==> config.mk <==
export PLATFORM = sky130hd
export DESIGN_NAME = rglap_cell
export DESIGN_NICKNAME = d
export VERILOG_FILES = /design/src/rglap_pkg.sv /design/src/rglap_cell.sv
export SDC_FILE = /design/constraint.sdc
export NUM_CORES = 1
export LEC_CHECK = 0
export ABC_AREA = 1
export BUFFER_PORTS_ARGS = -buffer_cell sky130_fd_sc_hd__buf_2
export CAP_MARGIN = 40
export CORE_ASPECT_RATIO = 1.4
export CORE_MARGIN = 2
export CORE_UTILIZATION = 62
export DETAILED_ROUTE_END_ITERATION = 7
export PLACE_DENSITY = 0.83
export REMOVE_ABC_BUFFERS = 1
export SLEW_MARGIN = 20
export SYNTH_ARGS = -nofsm -noshare
export SYNTH_HDL_FRONTEND = slang
export SYNTH_SLANG_ARGS = --single-unit
==> constraint.sdc <==
create_clock -name clock -period 7.8 [get_ports clock]
set_input_delay 0.39 -clock clock [delete_from_list [all_inputs] [get_ports clock]]
set_output_delay 0.39 -clock clock [all_outputs]
set_load 0.01 [all_outputs]
==> src/rglap_pkg.sv <==
// shared types and constants for the rssi gate crossing lap detector
package rglap_pkg;

   localparam int MASK_SLOTS = 8;

   typedef enum logic [2:0] {
      CSR_ENTRY    = 3'd0,
      CSR_EXIT     = 3'd1,
      CSR_COOLDOWN = 3'd2,
      CSR_ALPHA    = 3'd3,
      CSR_MASK     = 3'd4
   } csr_index_type;

   localparam logic ACT_PACKET = 1'b0;
   localparam logic ACT_TICK   = 1'b1;

   localparam logic [7:0]  ENTRY_RESET    = 8'hC4;
   localparam logic [7:0]  EXIT_RESET     = 8'hBA;
   localparam logic [15:0] COOLDOWN_RESET = 16'd3000;
   localparam logic [8:0]  ALPHA_RESET    = 9'd77;
   localparam logic [7:0]  MASK_RESET     = 8'h00;
   localparam logic [8:0]  ALPHA_ONE      = 9'd256;

   typedef struct packed {
      logic [7:0]  entry;
      logic [7:0]  exit_lvl;
      logic [15:0] cooldown;
      logic [8:0]  alpha;
      logic [7:0]  mask;
   } cfg_type;

   typedef struct packed {
      logic        valid;
      logic [31:0] now;
   } walk_type;

   typedef struct packed {
      logic        valid;
      logic [2:0]  pilot;
      logic [31:0] ms;
   } report_type;

   typedef struct packed {
      logic       we;
      logic [2:0] slot;
      logic [7:0] rssi;
   } packet_type;

endpackage

==> src/rglap_cell.sv <==
// one pilot slot: ema smoothing, crossing tracking and lap decision
module rglap_cell #(
   parameter int SLOT = 0
) (
   input  logic                 clock,
   input  logic                 reset,
   input  rglap_pkg::cfg_type    cfg,
   input  rglap_pkg::packet_type pkt,
   input  logic                 hold,
   input  rglap_pkg::walk_type   walk_in,
   output rglap_pkg::walk_type   walk_out,
   output rglap_pkg::report_type report,
   output logic                 busy
);

   localparam bit IN_MASK = (SLOT < rglap_pkg::MASK_SLOTS);
   localparam logic [2:0] SLOT_ID = 3'(SLOT);

   logic        [7:0]  raw_ff, raw_in;
   logic signed [15:0] avg_ff, avg_in;
   logic               cross_ff, cross_in;
   logic        [7:0]  peak_ff, peak_in;
   logic        [31:0] peak_t_ff, peak_t_in;
   logic        [31:0] prev_t_ff, prev_t_in;
   logic        [31:0] last_t_ff, last_t_in;
   logic               prev_ok_ff, prev_ok_in;
   logic               tok_ff, tok_in;
   logic               phase_ff, phase_in;
   logic        [31:0] now_ff, now_in;

   logic               active;
   logic signed [17:0] diff;
   logic signed [9:0]  alpha_s;
   logic signed [27:0] prod;
   logic signed [27:0] acc;
   logic        [7:0]  whole;
   logic               above;
   logic               below;
   logic               new_peak;
   logic        [31:0] pk_t;
   logic               lap_ok;
   logic               go;

   assign active  = IN_MASK ? cfg.mask[SLOT_ID] : 1'b0;
   assign alpha_s = $signed({1'b0, cfg.alpha});
   assign diff    = 18'($signed({raw_ff, 8'h00})) - 18'(avg_ff);
   assign prod    = 28'(diff) * 28'(alpha_s);
   assign acc     = $signed({{4{avg_ff[15]}}, avg_ff, 8'h00}) + prod + 28'sd128;

   assign whole    = avg_ff[15:8] + 8'(avg_ff[15] && (avg_ff[7:0] != 8'h00));
   assign above    = avg_ff > $signed({cfg.entry, 8'h00});
   assign below    = avg_ff < $signed({cfg.exit_lvl, 8'h00});
   assign new_peak = $signed(whole) > $signed(peak_ff);
   assign pk_t     = new_peak ? now_ff : peak_t_ff;
   assign lap_ok   = (now_ff - last_t_ff) >= {16'h0000, cfg.cooldown};
   assign go       = !hold;

   always_comb begin
      report.valid = tok_ff && phase_ff && active && cross_ff && below && lap_ok;
      report.pilot = SLOT_ID;
      report.ms    = prev_ok_ff ? (pk_t - prev_t_ff) : 32'h0;
   end

   assign walk_out.valid = tok_ff && phase_ff && go;
   assign walk_out.now   = now_ff;
   assign busy           = tok_ff;

   always_comb begin
      raw_in     = raw_ff;
      avg_in     = avg_ff;
      cross_in   = cross_ff;
      peak_in    = peak_ff;
      peak_t_in  = peak_t_ff;
      prev_t_in  = prev_t_ff;
      last_t_in  = last_t_ff;
      prev_ok_in = prev_ok_ff;
      tok_in     = tok_ff;
      phase_in   = phase_ff;
      now_in     = now_ff;

      // packet write
      if (pkt.we && pkt.slot == SLOT_ID && active) begin
         raw_in = pkt.rssi;
      end

      if (walk_in.valid) begin
         tok_in   = 1'b1;
         phase_in = 1'b0;
         now_in   = walk_in.now;
      end else if (tok_ff && !phase_ff) begin
         phase_in = 1'b1;
         if (active) begin
            avg_in = acc[23:8];
         end
      end else if (tok_ff && phase_ff && go) begin
         tok_in   = 1'b0;
         phase_in = 1'b0;
         if (active) begin
            if (!cross_ff) begin
               if (above) begin
                  cross_in  = 1'b1;
                  peak_in   = whole;
                  peak_t_in = now_ff;
               end
            end else begin
               if (new_peak) begin
                  peak_in   = whole;
                  peak_t_in = now_ff;
               end
               if (below) begin
                  cross_in = 1'b0;
                  if (lap_ok) begin
                     prev_t_in  = pk_t;
                     prev_ok_in = 1'b1;
                     last_t_in  = now_ff;
                  end
               end
            end
         end
      end
   end

   always_ff @(posedge clock) begin
      if (reset) begin
         raw_ff     <= 8'h00;
         avg_ff     <= 16'sh0000;
         cross_ff   <= 1'b0;
         peak_ff    <= 8'h00;
         peak_t_ff  <= 32'h0;
         prev_t_ff  <= 32'h0;
         last_t_ff  <= 32'h0;
         prev_ok_ff <= 1'b0;
         tok_ff     <= 1'b0;
         phase_ff   <= 1'b0;
         now_ff     <= 32'h0;
      end else begin
         raw_ff     <= raw_in;
         avg_ff     <= avg_in;
         cross_ff   <= cross_in;
         peak_ff    <= peak_in;
         peak_t_ff  <= peak_t_in;
         prev_t_ff  <= prev_t_in;
         last_t_ff  <= last_t_in;
         prev_ok_ff <= prev_ok_in;
         tok_ff     <= tok_in;
         phase_ff   <= phase_in;
         now_ff     <= now_in;
      end
   end

endmodule

==> impl_metrics.env <==
export IMPL_syn_area_per_cell_um2=6.43
export IMPL_worst_pin_slew_ns=0.816
export IMPL_via_count=18100
export IMPL_dpl_cell_area_um2=19200
export IMPL_drt_pass1_iterations=7
export IMPL_drv_slew=0
export IMPL_mostFrequentLayoutCells="nand2_1 (717), inv_1 (590), nor2_1 (383)"
export IMPL_final_common_cell="nand2_1"
export IMPL_synth_seq_cells=164
export IMPL_finalSetupViolations=0
export IMPL_drc=0
export IMPL_worst_hold_slack_ns=0.155
export IMPL_fin_worst_skew_ns=0.0168
export IMPL_routabilityCongestion=0.960
export IMPL_grt_busiest_layer="met2"
export IMPL_nNetsFinal=3340
export IMPL_worst_path_most_repeated_cell="nand2_1"
export IMPL_rr_startpoint="avg_ff[10]"
export IMPL_min_path_type="input pin to flip-flop"
export IMPL_synth_edf_count=0
export IMPL_drive_gt1_share_pct=7.57
export IMPL_htree_num_levels=4
export IMPL_path_clk_slew_ns=0.08
export IMPL_die_area_um2=30700
export IMPL_path_max_fanout=10
export IMPL_drt_total_wl_mm=52.9
export IMPL_max_clock_freq_mhz=135
export IMPL_yosysWarnings=0
export IMPL_cp_end_kind="output port"
export IMPL_async_reset_ff_share_pct=0
export IMPL_syn_area_um2=18200
export IMPL_vias_per_cell=5.41
export IMPL_antenna_found_initial=0
export IMPL_use_met2_pct=65.7
export IMPL_insertion_delay_ns=0.45
export IMPL_finalCritPeriodShare_pct=95.0
export IMPL_n_fill_cell=2703
export IMPL_crit_path_start="avg_ff[0]"
export IMPL_die_h_um=207
export IMPL_grt_pass1_vias=17900
export IMPL_synth_cell_types=47
export IMPL_met3_usage_pct=4.26
export IMPL_rows=74
export IMPL_grt_overflow=0
export IMPL_use_met1_pct=36.6
export IMPL_detail_route_iter0_violations=1067
export IMPL_core_um2=29100
export IMPL_hold_violations=0
export IMPL_worstHoldPathCells=3
export IMPL_min_delay_start="pkt[4]"
export IMPL_crit_cells=37
export IMPL_cts_hold_buf=0
export IMPL_grt_pass1_wl_mm=85.0
export IMPL_area_growth_synth_to_final_pct=9.09
export IMPL_clock_sinks=164
export IMPL_fin_crit_ns=7.41
export IMPL_final_cell_area_um2=19800
export IMPL_dp_hpwl_mm=42.4
export IMPL_slowest_delay_ns=0.46
export IMPL_io_pins=167
export IMPL_synth_seq_area_share_pct=18.1
export IMPL_ff2ff_path_depth=27
export IMPL_cp_required_ns=7.41
export IMPL_synth_cells=2828
export IMPL_diodes=0
export IMPL_cts_root_buf="clkbuf_16"
export IMPL_synthFlopType="dfxtp_1"
export IMPL_postRouteAntennaNets=0
export IMPL_slew_headroom_pct=45.5
export IMPL_wl_per_cell_um=15.9
export IMPL_grtUsageTotal_pct=35.0
export IMPL_crit_slowest_cell="dfxtp_2"
export IMPL_arrival_ns=7.02
export IMPL_die_width_um=149
export IMPL_io_buffer_count=156
export IMPL_grt_start_max_net_pins=71
export IMPL_critPathBufInv=4
export IMPL_cts_path_max_buffers=2
export IMPL_drv_cap=0
export IMPL_start_kind="flip-flop"
export IMPL_numCtsBuffers=17
export IMPL_start_util_pct=62.6
export IMPL_outcome="finished, final reports clean"
export IMPL_cp_top_family="simple AND/OR/NAND/NOR gates"
export IMPL_crit_type="flip-flop to output port"
export IMPL_cts_tree="built"
## registers in the layout, indices dropped and copies added, names as in the netlist
signal      count
prev_t_ff      32
peak_t_ff      32
peak_ff         8
phase_ff        1
cross_ff        1
prev_ok_ff      1
avg_ff         16
now_ff         32
busy            1
raw_ff          8
last_t_ff      32
## tightest hold or removal path, stage by stage
cell and delay (ns):
buf_2 0.08, nor2_1 0.03, nor2_1 0.08
## Yosys cell counts (2+ instances only)
cell type,n,area share [%]
nand2_1,718,15
inv_1,592,12
nor2_1,383,7.9
ha_1,166,11
dfxtp_1,164,18
o21ai_0,164,4.5
a21oi_1,162,4.5
fa_1,132,15
nand3_1,73,2.0
clkbuf_1,54,1.1
xor2_1,39,1.9
nand4_1,33,1.1
nor3_1,16,0.44
xnor2_1,16,0.77
o211ai_1,14,0.58
and2_1,10,0.34
buf_4,10,0.41
nor4_1,7,0.24
o21bai_1,7,0.29
a21boi_0,5,0.21
a221oi_1,5,0.24
buf_2,5,0.14
or2_2,5,0.17
a21o_1,4,0.17
a31oi_1,4,0.14
nand3b_1,4,0.17
o21a_1,4,0.17
and3_1,3,0.10
buf_8,3,0.25
nor2_2,3,0.10
o31ai_1,3,0.12
a211oi_1,2,0.083
buf_1,2,0.041
o221ai_1,2,0.096
o22ai_1,2,0.069
## logic make-up after synthesis
group / Yosys count / share of synthesized area, %
compound gates: 381 / 11.3
flops: 164 / 18.1
fa+ha+maj: 298 / 25.9
xor+xnor: 55 / 2.65
buf+inv: 669 / 14.4
simple gates: 1260 / 27.7
other cells: 1 / 0.0206
## per-stage QoR
stage / util [%] / setup TNS [ns] / setup slack (ns) / instances
finish: 68.2 / 0 / 0.394 / 3338
global route: 68.2 / -0.0575 / -0.0291 / 3338
CTS: 68.2 / 0 / 0.135 / 3335
detailed placement: 66.1 / 0 / 0.574 / 3303
global placement: 65.9 / 0 / 0.817 / 3301
floorplan: - / 0 / 1.40 / 2753
## layer usage
layer  vias to the layer above  share of wire (%)
met3                       194                4.4
met2                       563                 52
met4                         0                7.4
met5                         -                  0
li1                       8894                  -
met1                      8410                 36
## path summary, 6_finish.rpt
check / to / slack [ns]
worst max-delay path: report[28] / 0.39
worst min-delay path: raw_ff[4] / 0.16
worst max register to register: avg_ff[13] / 0.67
worst min register to register: busy / 0.49
## repair_timing
item	CTS	global route
buffers inserted	0	2
cloned	0	1
endpoints found under the setup margin	1	4
resized for setup	1	4
pin swaps	0	1
## layout make-up
cell class	count	area, um2	share of cell area (%)
inverter	592	2220	11.2
clock inverter	13	156	0.788
timing repair buffer	172	926	4.67
clock buffer	19	443	2.23
tap	380	475	2.40
sequential	164	3280	16.6
multi-input combinational	1998	12300	62.2
Power is left out: the tool's default activity adds up to more than one toggle a clock period on the data nets, which glitch-free logic cannot reach.
